<file path="src/rtl/bfa_pkg.sv">
// Shared types and codes for the best-fit block allocator.
// No dependencies; imported by the top level.
`default_nettype none

package bfa_pkg;

	localparam int MAX_BLOCKS_DEF = 64;
	localparam int ADDR_BITS_DEF  = 32;

	localparam int CFG_INDEX_W = 2;
	localparam int CFG_DATA_W  = 32;

	localparam logic [CFG_INDEX_W-1:0] CFG_HEAP_START   = 2'd0;
	localparam logic [CFG_INDEX_W-1:0] CFG_HEAP_END     = 2'd1;
	localparam logic [CFG_INDEX_W-1:0] CFG_HEADER_BYTES = 2'd2;

	localparam logic [31:0] HEAP_START_RST   = 32'h0000_0000;
	localparam logic [31:0] HEAP_END_RST     = 32'hFFFF_FFFF;
	localparam logic [7:0]  HEADER_BYTES_RST = 8'd24;

	localparam logic CMD_ALLOC = 1'b0;
	localparam logic CMD_FREE  = 1'b1;

	localparam logic [1:0] ST_OK       = 2'd0;
	localparam logic [1:0] ST_ZERO     = 2'd1;
	localparam logic [1:0] ST_NO_SPACE = 2'd2;
	localparam logic [1:0] ST_UNKNOWN  = 2'd3;

	typedef struct packed {
		logic        command;
		logic [31:0] request_size;
		logic [31:0] release_address;
	} req_item_t;

	typedef struct packed {
		logic [31:0] region_address;
		logic [31:0] granted_size;
		logic        reused;
		logic [1:0]  status;
	} rsp_item_t;

	typedef struct packed {
		logic [31:0] base;
		logic [31:0] size;
		logic        free;
	} entry_t;

endpackage

`default_nettype wire

</file>
<file path="src/rtl/bfa_ram.sv">
// Generic single-write, single-read RAM with registered read data.
// No dependencies.
`default_nettype none

module bfa_ram #(
	parameter int WIDTH = 8,
	parameter int DEPTH = 2
) (
	input  wire logic                     clk,
	input  wire logic                     we,
	input  wire logic [$clog2(DEPTH)-1:0] waddr,
	input  wire logic [WIDTH-1:0]         wdata,
	input  wire logic [$clog2(DEPTH)-1:0] raddr,
	output logic      [WIDTH-1:0]         rdata
);

	logic [WIDTH-1:0] mem [DEPTH];

	always_ff @(posedge clk) begin
		if (we) begin
			mem[waddr] <= wdata;
		end
		rdata <= mem[raddr];
	end

endmodule

`default_nettype wire

</file>
<file path="src/rtl/best_fit_block_allocator.sv">
// From accept to result valid, a reuse, free or full table runs SCAN, DRAIN, DECIDE, FINISH;
// an append adds APPEND1 and APPEND2 before FINISH, an empty table skips SCAN and DRAIN, and a
// zero-size or null item goes straight to FINISH. The next item is taken the cycle after its
// result is registered, so items never overlap; a held result stalls the next one.
// Reset: heap_end all ones, header_bytes 24, table empty, break at heap_start 0;
// the table RAM, scanned one entry per cycle, is not cleared. Depends on bfa_pkg and bfa_ram.
`default_nettype none

module best_fit_block_allocator #(
	parameter int MAX_BLOCKS = bfa_pkg::MAX_BLOCKS_DEF,
	parameter int ADDR_BITS  = bfa_pkg::ADDR_BITS_DEF
) (
	input  wire logic                               clk,
	input  wire logic                               arst_n,
	input  wire logic                               req_valid,
	output logic                                    req_ready,
	input  wire bfa_pkg::req_item_t                 req,
	output logic                                    rsp_valid,
	input  wire logic                               rsp_ready,
	output bfa_pkg::rsp_item_t                      rsp,
	input  wire logic                               cfg_wr_en,
	input  wire logic [bfa_pkg::CFG_INDEX_W-1:0]    cfg_index,
	input  wire logic [bfa_pkg::CFG_DATA_W-1:0]     cfg_data
);

	import bfa_pkg::*;

	localparam int IW   = $clog2(MAX_BLOCKS);
	localparam int CNTW = $clog2(MAX_BLOCKS + 1);
	localparam int CW   = (ADDR_BITS > 33) ? ADDR_BITS + 1 : 34;
	localparam logic [CW-1:0] ADDR_MASK_C = {{(CW-ADDR_BITS){1'b0}}, {ADDR_BITS{1'b1}}};
	localparam int EW   = $bits(entry_t);

	localparam logic [2:0] S_IDLE    = 3'd0;
	localparam logic [2:0] S_SCAN    = 3'd1;
	localparam logic [2:0] S_DRAIN   = 3'd2;
	localparam logic [2:0] S_DECIDE  = 3'd3;
	localparam logic [2:0] S_APPEND1 = 3'd4;
	localparam logic [2:0] S_APPEND2 = 3'd5;
	localparam logic [2:0] S_FINISH  = 3'd6;

	logic [2:0]           state_q;
	logic [IW-1:0]        scan_q;
	logic                 rd_pending_s1;
	logic [IW-1:0]        rd_idx_s1;
	logic                 found_q;
	logic [IW-1:0]        best_idx_q;
	logic [31:0]          best_base_q;
	logic [31:0]          best_size_q;
	logic                 cmd_q;
	logic [31:0]          size_q;
	logic [31:0]          addr_q;
	logic [32:0]          need_q;
	logic [CW-1:0]        sum_q;
	rsp_item_t            res_q;
	rsp_item_t            rsp_q;
	logic                 rsp_valid_q;
	logic [31:0]          heap_end_q;
	logic [7:0]           header_q;
	logic [ADDR_BITS-1:0] bp_q;
	logic [CNTW-1:0]      count_q;

	logic                 ram_we;
	logic [IW-1:0]        ram_waddr;
	entry_t               ram_wdata;
	logic [EW-1:0]        ram_rdata;
	entry_t               rd_entry;

	logic                 accept;
	logic                 rsp_load;
	logic                 take;
	logic [IW-1:0]        last_idx;
	logic                 table_full;
	logic [CW-1:0]        bp_ext;
	logic [CW-1:0]        heap_end_ext;
	logic [CW-1:0]        region_full;
	logic [31:0]          region32;
	logic                 append_fail;

	bfa_ram #(
		.WIDTH (EW),
		.DEPTH (MAX_BLOCKS)
	) u_table (
		.clk   (clk),
		.we    (ram_we),
		.waddr (ram_waddr),
		.wdata (ram_wdata),
		.raddr (scan_q),
		.rdata (ram_rdata)
	);

	assign rd_entry     = entry_t'(ram_rdata);
	assign req_ready    = (state_q == S_IDLE);
	assign accept       = req_valid && req_ready;
	assign rsp_load     = (state_q == S_FINISH) && (!rsp_valid_q || rsp_ready);
	assign rsp_valid    = rsp_valid_q;
	assign rsp          = rsp_q;
	assign last_idx     = IW'(count_q - CNTW'(1));
	assign table_full   = (count_q == CNTW'(MAX_BLOCKS));
	assign bp_ext       = CW'(bp_q);
	assign heap_end_ext = CW'(heap_end_q);
	assign region_full  = bp_ext + CW'(header_q);
	assign region32     = 32'(region_full & ADDR_MASK_C);
	assign append_fail  = (bp_ext > heap_end_ext) || (sum_q > heap_end_ext);

	always_comb begin
		if (cmd_q == CMD_FREE) begin
			take = rd_pending_s1 && !found_q && (rd_entry.base == addr_q);
		end else begin
			take = rd_pending_s1 && rd_entry.free && (rd_entry.size >= size_q) &&
				(!found_q || (rd_entry.size < best_size_q));
		end
	end

	always_comb begin
		ram_we    = 1'b0;
		ram_waddr = best_idx_q;
		ram_wdata = '{base: best_base_q, size: best_size_q, free: cmd_q == CMD_FREE};
		if (state_q == S_DECIDE) begin
			ram_we = found_q;
		end else if (state_q == S_APPEND2) begin
			ram_we    = !append_fail;
			ram_waddr = count_q[IW-1:0];
			ram_wdata = '{base: region32, size: size_q, free: 1'b0};
		end
	end

	always_ff @(posedge clk or negedge arst_n) begin
		if (!arst_n) begin
			state_q       <= S_IDLE;
			scan_q        <= '0;
			rd_pending_s1 <= 1'b0;
			found_q       <= 1'b0;
			rsp_valid_q   <= 1'b0;
			heap_end_q    <= HEAP_END_RST;
			header_q      <= HEADER_BYTES_RST;
			bp_q          <= ADDR_BITS'(CW'(HEAP_START_RST));
			count_q       <= '0;
		end else begin
			rd_pending_s1 <= (state_q == S_SCAN);
			if (take) begin
				found_q <= 1'b1;
			end
			if (rsp_load) begin
				rsp_valid_q <= 1'b1;
			end else if (rsp_ready) begin
				rsp_valid_q <= 1'b0;
			end

			if (cfg_wr_en) begin
				unique case (cfg_index)
					CFG_HEAP_START: begin
						if (count_q == '0) begin
							bp_q <= ADDR_BITS'(CW'(cfg_data));
						end
					end
					CFG_HEAP_END:     heap_end_q <= cfg_data;
					CFG_HEADER_BYTES: header_q   <= cfg_data[7:0];
					default: ;
				endcase
			end

			unique case (state_q)
				S_IDLE: begin
					if (accept) begin
						found_q <= 1'b0;
						scan_q  <= '0;
						if (req.command == CMD_ALLOC && req.request_size == '0) begin
							state_q <= S_FINISH;
						end else if (req.command == CMD_FREE && req.release_address == '0) begin
							state_q <= S_FINISH;
						end else if (count_q == '0) begin
							state_q <= S_DECIDE;
						end else begin
							state_q <= S_SCAN;
						end
					end
				end
				S_SCAN: begin
					if (scan_q == last_idx) begin
						state_q <= S_DRAIN;
					end else begin
						scan_q <= scan_q + IW'(1);
					end
				end
				S_DRAIN: state_q <= S_DECIDE;
				S_DECIDE: begin
					if (cmd_q == CMD_FREE || found_q || table_full) begin
						state_q <= S_FINISH;
					end else begin
						state_q <= S_APPEND1;
					end
				end
				S_APPEND1: state_q <= S_APPEND2;
				S_APPEND2: begin
					if (!append_fail) begin
						count_q <= count_q + CNTW'(1);
						bp_q    <= sum_q[ADDR_BITS-1:0];
					end
					state_q <= S_FINISH;
				end
				S_FINISH: begin
					if (rsp_load) begin
						state_q <= S_IDLE;
					end
				end
				default: state_q <= S_IDLE;
			endcase
		end
	end

	always_ff @(posedge clk) begin
		rd_idx_s1 <= scan_q;
		if (take) begin
			best_idx_q  <= rd_idx_s1;
			best_base_q <= rd_entry.base;
			best_size_q <= rd_entry.size;
		end
		if (rsp_load) begin
			rsp_q <= res_q;
		end
		unique case (state_q)
			S_IDLE: begin
				cmd_q  <= req.command;
				size_q <= req.request_size;
				addr_q <= req.release_address;
				need_q <= 33'(header_q) + 33'(req.request_size);
				res_q  <= '{region_address: '0, granted_size: '0, reused: 1'b0,
					status: (req.command == CMD_ALLOC && req.request_size == '0) ?
						ST_ZERO : ST_OK};
			end
			S_DECIDE: begin
				if (cmd_q == CMD_FREE) begin
					res_q <= '{region_address: '0, granted_size: '0, reused: 1'b0,
						status: found_q ? ST_OK : ST_UNKNOWN};
				end else if (found_q) begin
					res_q <= '{region_address: best_base_q, granted_size: best_size_q,
						reused: 1'b1, status: ST_OK};
				end else begin
					res_q <= '{region_address: '0, granted_size: '0, reused: 1'b0,
						status: table_full ? ST_NO_SPACE : ST_OK};
				end
			end
			S_APPEND1: sum_q <= bp_ext + CW'(need_q);
			S_APPEND2: begin
				if (append_fail) begin
					res_q <= '{region_address: '0, granted_size: '0, reused: 1'b0,
						status: ST_NO_SPACE};
				end else begin
					res_q <= '{region_address: region32, granted_size: size_q, reused: 1'b0,
						status: ST_OK};
				end
			end
			default: ;
		endcase
	end

	a_count_bound: assert property (@(posedge clk) disable iff (!arst_n)
		count_q <= CNTW'(MAX_BLOCKS))
		else $error("entry count beyond table capacity");

	a_busy_after_accept: assert property (@(posedge clk) disable iff (!arst_n)
		accept |=> !req_ready)
		else $error("ready held after an item was taken");

	a_write_states: assert property (@(posedge clk) disable iff (!arst_n)
		ram_we |-> (state_q == S_DECIDE || state_q == S_APPEND2))
		else $error("table written outside an update step");

	a_count_step: assert property (@(posedge clk) disable iff (!arst_n)
		(count_q != $past(count_q)) |-> (count_q == $past(count_q) + CNTW'(1)))
		else $error("entry count moved by more than one");

	a_reuse_ok: assert property (@(posedge clk) disable iff (!arst_n)
		(rsp_valid && rsp.reused) |-> (rsp.status == ST_OK))
		else $error("reused block reported with error status");

endmodule

`default_nettype wire
</file>
<file path="config.mk">
export PLATFORM = sky130hd
export DESIGN_NAME = best_fit_block_allocator
export DESIGN_NICKNAME = d
export VERILOG_FILES = /design/src/rtl/bfa_pkg.sv /design/src/rtl/bfa_ram.sv /design/src/rtl/best_fit_block_allocator.sv
export SDC_FILE = /design/constraint.sdc
export NUM_CORES = 2
export LEC_CHECK = 0
export BUFFER_PORTS_ARGS = -buffer_cell sky130_fd_sc_hd__buf_2
export CAP_MARGIN = 10
export CORE_UTILIZATION = 41
export DETAILED_ROUTE_END_ITERATION = 16
export GPL_TIMING_DRIVEN = 0
export SLEW_MARGIN = 25
export SYNTH_ARGS = -nofsm -noshare
export SYNTH_HDL_FRONTEND = slang
export SYNTH_HIERARCHICAL = 1
export SYNTH_MEMORY_MAX_BITS = 65536
export SYNTH_SLANG_ARGS = --single-unit
</file>
<file path="constraint.sdc">
create_clock -name clk -period 10.88 [get_ports clk]
set_input_delay 1.088 -clock clk [delete_from_list [all_inputs] [get_ports clk]]
set_output_delay 1.088 -clock clk [all_outputs]
set_load 0.03 [all_outputs]
</file>
After elaboration in Yosys (flattened, before gate mapping):

Memory sizes are Yosys's and may differ from the RTL's. A register that Yosys moved wholly into a read port is not among the register bits.
Cells that the tools add are included.

* magnitude comparators: 4
* multiply operators: 0
* shift operators: 0
* mux-type cells: 37
* add/sub/neg operators: 6
* equality and inequality tests: 15
* bitwise operators: 2
* reduce and logical (&&, ||, !) cells: 30
* divide/modulo/power cells: 0

Operator list (count)
* $mux 67: 3
* $pmux 67 s3: 1
* $mux 32: 5
* $mux 65: 2
* $logic_not 32->1: 2
* $add 32x33->34: 1
* $gt 34x32->1: 1
* $add 8x32->33: 1
* $add 32x8->32: 1
* $eq 32x32->1: 1
* $ge 32x32->1: 1
* $gt 32x32->1: 1
* $lt 32x32->1: 1
* $mux 6: 4
* $pmux 3 s7: 1
* $mux 3: 5
* $pmux 6 s2: 1
* $mux 1: 11
* $eq 3x3->1 const B: 3
* $logic_and 1x1->1: 9
* $mux 2: 4
* $add 7x1->7 const B: 1
* $eq 7x7->1 const B: 1
* $logic_not 7->1: 1
* other kinds (18): 32

* output and inout bits: 69
* ROM bits: 0
* flip-flop bits (word level): 433
* memories: 1
* bits in latches: 0
* memory bits (writable): 4160
* word-level logic and storage cells: 121
* input port bits: 104

Memory list
* u_table.mem: words 64, width 65, rd ports 1, clocked after memory_dff 1, write ports 1, RTL line bfa_ram.sv:17 `logic [WIDTH-1:0] mem [DEPTH];`

Longest topological paths before layout:

* word-level depth: 7
* mapped depth: 15
* gate-level depth less buffers: 15

Hierarchy:

Netlist, hierarchy kept.

By module, submodules not included
* bfa_ram: seq. area each 126221.1 um2, area each 158330.6 um2, cells each 6606, instances 1
* best_fit_block_allocator: seq. area each 12529.5 um2, area each 22325.2 um2, cells each 1916, instances 1

Worst setup path after synthesis:

No wires, ideal clock.

* kind: flip-flop to flip-flop
* start point: reg state_q[0]
* end point: reg scan_q[0]
* path buffers: 1
* library setup time: 144 ps
* clock period less this slack: 9160 ps
* arrival: 9016 ps
* slack: 1720 ps
* data required time: 10736 ps
* cell stages (with the launch flop): 6
* cells stage by stage: dfrtp_1 -> clkbuf_1 -> nor3_1 -> nand2_1 -> nand2_1 -> mux2i_1

* longest elaborated chain between the ends: 4
* elaborated cells between the ends (all ways): 8
* classes of those cells: eq/ne: 3; mux: 1; reduce/logical: 4

Ends and longest elaborated chain
* start: declaration: RTL line best_fit_block_allocator.sv:42 `logic [2:0] state_q;`
* start signal: assignment: RTL line best_fit_block_allocator.sv:130 `state_q <= S_IDLE;`
* start signal: assignment: RTL line best_fit_block_allocator.sv:169 `state_q <= S_FINISH;`
* start signal: assignment: RTL line best_fit_block_allocator.sv:171 `state_q <= S_FINISH;`
* $logic_not 3->1 *: RTL line best_fit_block_allocator.sv:93 `assign req_ready = (state_q == S_IDLE);`
* named net req_ready: RTL line best_fit_block_allocator.sv:16 `output logic req_ready,`
* $logic_and 1x1->1: RTL line best_fit_block_allocator.sv:94 `assign accept = req_valid && req_ready;`
* $ne 2x1->1 (no line)
* $reduce_and 3->1 (no line)
* end signal: assignment: RTL line best_fit_block_allocator.sv:183 `scan_q <= scan_q + IW'(1);`
* end: declaration: RTL line best_fit_block_allocator.sv:43 `logic [IW-1:0] scan_q;`

Mark *: on every way through the listed nets, which the timed path passes. The rest lies on a longest branch.
A chain may end at the register's enable or synchronous reset.

Final worst setup path:

* start point: reg bp_q[31]
* end point: mem u_table/mem[49][33] (netlist bit), enable pin

* longest elaborated chain between the ends: 7

Ends and longest elaborated chain
* start: declaration: RTL line best_fit_block_allocator.sv:60 `logic [ADDR_BITS-1:0] bp_q;`
* start signal: assignment: RTL line best_fit_block_allocator.sv:137 `bp_q <= ADDR_BITS'(CW'(HEAP_START_RST));`
* start signal: assignment: RTL line best_fit_block_allocator.sv:154 `bp_q <= ADDR_BITS'(CW'(cfg_data));`
* start signal: assignment: RTL line best_fit_block_allocator.sv:198 `bp_q <= sum_q[ADDR_BITS-1:0];`
* $gt 32x32->1: RTL line best_fit_block_allocator.sv:104 `assign append_fail = (bp_ext > heap_end_ext) || (sum_q > heap_end_ext);`
* $logic_or 1x1->1: RTL line best_fit_block_allocator.sv:104
* $logic_not 1->1
* $mux 1: RTL line best_fit_block_allocator.sv:121 `end else if (state_q == S_APPEND2) begin`
* $mux 1: RTL line best_fit_block_allocator.sv:119 `if (state_q == S_DECIDE) begin`
* named net ram_we: RTL line best_fit_block_allocator.sv:63 `logic ram_we;`
* $mux 1: RTL line bfa_ram.sv:20 `if (we) begin`
* $mux 1 (implied by the code): RTL line bfa_ram.sv:21 `mem[waddr] <= wdata;`
* end: declaration: RTL line bfa_ram.sv:17

The timed path passes the listed nets, and every way through them passes these cells.

==> impl_metrics.csv <==
group,metric,value,unit
power,p_per_area,245,nW/µm²
detailed_routing,dr_total_vias,101578,
placement,post-dp-hpwl,470000,µm
detailed_routing,wl,646000,µm
synth,yosysSeqAreaShare,0.768,
die,start_util,0.412,
sta,fin_tns_setup,0,ns
sta,setup_viol,0,
grt,grt_use_total,0.287,
grt,grt_max_degree,65,
critical_path,crit_path_start,"bp_q[31]$_DFF_PN0_",
sta,fin_ws,4.12,ns
sta,tightest_slew,1.26,ns
placement,pre_cts_ws,4.20,ns
synth,synth_edf_count,4496,
clock_tree,root_buffer,"clkbuf_16",
critical_path,path_cells,"ha_1 > nand4_1 > nor4_1 > a21oi_1 > a211oi_2 > nand2_1 > o21ai_0 > and2_1 > nand4_1 > nor3_2 > buf_4 > buf_4 > buf_4 > buf_4 > buf_4 > buf_4",
sta,finalCriticalPeriod,6.76,ns
clock_tree,clk_pin_slew_worst_paths,0.06,ns
grt,grt_antenna_before_repair,65,
finish,final_common_cell,"edfxtp_1",
power,ir_worst_vdd,0.178,mV
synth,ys.flop_type,"edfxtp_1",
critical_path,path_common_cell,"buf_4",
grt,grt_pass1_wl,852000,µm
synth,synth_fp_nets,8807,
critical_path,endpoint_kind,"flop",
synth,yosysWarnings,6,
sta,max_freq,0.148,GHz
finish,finalNetCount,9987,
synth,synthArstFlopShare,0.0195,
clock_tree,cts_tree,"built",
critical_path,crit_fanout,7,
run_status,status,"finished clean",
placement,place_area,203000,µm²
sta,finalMaxSlewViolations,0,
sta,timing.slew.headroom,0.162,
die,ioPinCount,173,
critical_path,r2r_start,"bp_q[31]$_DFF_PN0_",
clock_tree,clock_latency,1.08,ns
die,die_w,666,µm
finish,postLayoutCoreUtil,0.498,
sta,holdWs,0.296,ns
detailed_routing,drt_first_iter_violations,17357,
grt,grt_pass1_vias,97418,
die,design.die.area,443000,µm²
detailed_routing,drt-wirelength-per-cell,40.2,µm
min_path,worst_hold_path_type,"in -> reg",
clock_tree,post-cts-setup-buffer-count,0,
placement,numPortBuffers,172,
sta,rsz0062_at_grt,"no",
clock_tree,htreeDepth,5,
placement,place_congestion,0.909,
synth,synth-seq-cells,4658,
grt,grt-ovfl-total,0,
finish,syn2layout_area_growth,20.8,%
critical_path,r2r_slack,4.12,ns
clock_tree,cts_made_buffers,457,
critical_path,cp-endpoint,"u_table/mem[49][33]$_DFFE_PP_",
die,die_height,666,µm
synth,syn_inst,8522,
clock_tree,clk_path_buf_depth,4,
die,rows,243,
sta,finalCritPeriodShare,0.621,
detailed_routing,ant_nets,0,
clock_tree,cts_sinks,4658,
finish,final_cell_mix,"4496 x edfxtp_1, 1040 x mux4_2, 462 x clkbuf_16",
finish,drive_gt1_frac,0.297,
detailed_routing,drtPass1Iterations,9,
finish,design_area,218000,µm²
critical_path,rr_endpoint,"u_table/mem[49][33]$_DFFE_PP_",
critical_path,crit_type,"reg -> reg",
critical_path,max_stage_delay,0.90,ns
synth,ys_types,76,
critical_path,critical_path_required,11.61,ns
critical_path,reg2reg_depth,16,
critical_path,cp-start-kind,"flop",
power,power_leakage,0.0702,µW
job,drv_cap,0,
detailed_routing,drc,0,
synth,synth_area_per_cell,21.2,µm²
synth,syn_area,181000,µm²
sta,hold_viol,0,
die,core-area,438000,µm²
detailed_routing,via_per_inst,6.33,
critical_path,worstPathArrival,7.49,ns
sta,fin_skew,0.111,ns
critical_path,cpMaxStageDelayCell,"nor4_1",
==> sequential cells by signal, summed over array words and instances, names as in the netlist <==
name and count:
bp_q 32, rsp 67, best_size_q 32, need_q 33, heap_end_q 32, sum_q 34, best_idx_q 6, rd_pending_s1 1
found_q 1, rd_idx_s1 6, state_q 3, u_table/mem 4160, count_q 7, cmd_q 1, addr_q 32, best_base_q 32
header_q 8, u_table/rdata 65, rsp_valid 1, size_q 32, scan_q 6, res_q 67
==> Yosys cell counts (76+ instances only) <==
cell type / instances / area, µm²
mux2i_1: 136 / 1360
clkbuf_1: 158 / 593
mux4_2: 1040 / 23400
inv_1: 129 / 484
buf_2: 191 / 956
nor2_1: 177 / 664
nand3_1: 141 / 706
o22ai_1: 134 / 838
nand2_1: 251 / 942
ha_1: 178 / 2230
xnor2_1: 92 / 806
o21ai_0: 199 / 996
a22oi_1: 260 / 1950
a21oi_1: 76 / 380
edfxtp_1: 4496 / 135000
==> stage by stage <==
stage | cells | power (µW)
after floorplan | 8522 | 30700
after global placement | 14574 | 36800
after detailed placement | 15122 | 37600
after CTS | 15977 | 53200
after global routing | 15993 | 54600
final | 16048 | 53500
==> logic make-up (layout without fill, tap and decap cells) <==
logic type      Yosys count  after routing  synth area share
flops                  4658           4658             0.768
fa+ha+maj               181            181            0.0127
mux                    1216           1216             0.140
compound gates          981            981            0.0375
xor+xnor                134            134           0.00654
simple gates            793            793            0.0210
buf+inv                 559           2134            0.0146
other cells               0             71                 0
==> how the worst min path moves through the flow <==
stage                                    start                 endpoint  slack (ns)  cells after the start
final                                  req[46]     size_q[14]$_DFFE_PP_        0.30                      1
after global routing                   req[46]     size_q[14]$_DFFE_PP_        0.28                      1
after CTS                              req[44]     size_q[12]$_DFFE_PP_        0.27                      1
after detailed placement  rd_idx_s1[5]$_DFF_P_  best_idx_q[5]$_DFFE_PP_        0.39                      0
after global placement    rd_idx_s1[3]$_DFF_P_  best_idx_q[3]$_DFFE_PP_        0.39                      0
after floorplan           rd_idx_s1[0]$_DFF_P_  best_idx_q[0]$_DFFE_PP_        0.39                      0
==> final cells by class <==
class / instances / area (µm²)
Tap cell: 5880 / 7360
Timing Repair Buffer: 721 / 13700
Sequential cell: 4658 / 139000
Multi-Input combinational cell: 3305 / 40700
Inverter: 129 / 484
Clock inverter: 251 / 2500
Clock buffer: 603 / 12400
Fill cell: 34674 / 220000
Antenna cell: 71 / 178
Buffer: 430 / 2250
==> power breakdown <==
| part | leakage [µW] | internal [µW] | total, µW | switching (µW) |
|---|---|---|---|---|
| sequential | 0.0422 | 21400 | 22100 | 695 |
| combinational | 0.0207 | 5680 | 15500 | 9790 |
| clock | 0.00727 | 8940 | 15900 | 6930 |
| total | 0.0702 | 36100 | 53500 | 17400 |
==> critical path: cells and delay by family, from the launching register on <==
family | cells | cell delay, ns
simple gates | 6 | 2.99
buf+inv | 6 | 1.42
compound gates | 3 | 1.07
flops | 1 | 0.55
fa+ha+maj | 1 | 0.40
==> repair_timing <==
item | 4_1_cts | 5_1_grt
hold buffers | 1 | 0
endpoints found under the hold margin | 12 | 0
resized for setup | 0 | 0
==> metal layers <==
metal / wire (µm) / GRT usage / up-vias
met5: 301 / 0.00499 / -
met4: 46700 / 0.175 / 24
met3: 86000 / 0.0880 / 1668
met2: 288000 / 0.431 / 7853
met1: 224000 / 0.366 / 53761
li1: - / - / 38272
Power figures use the tool's default switching activity.
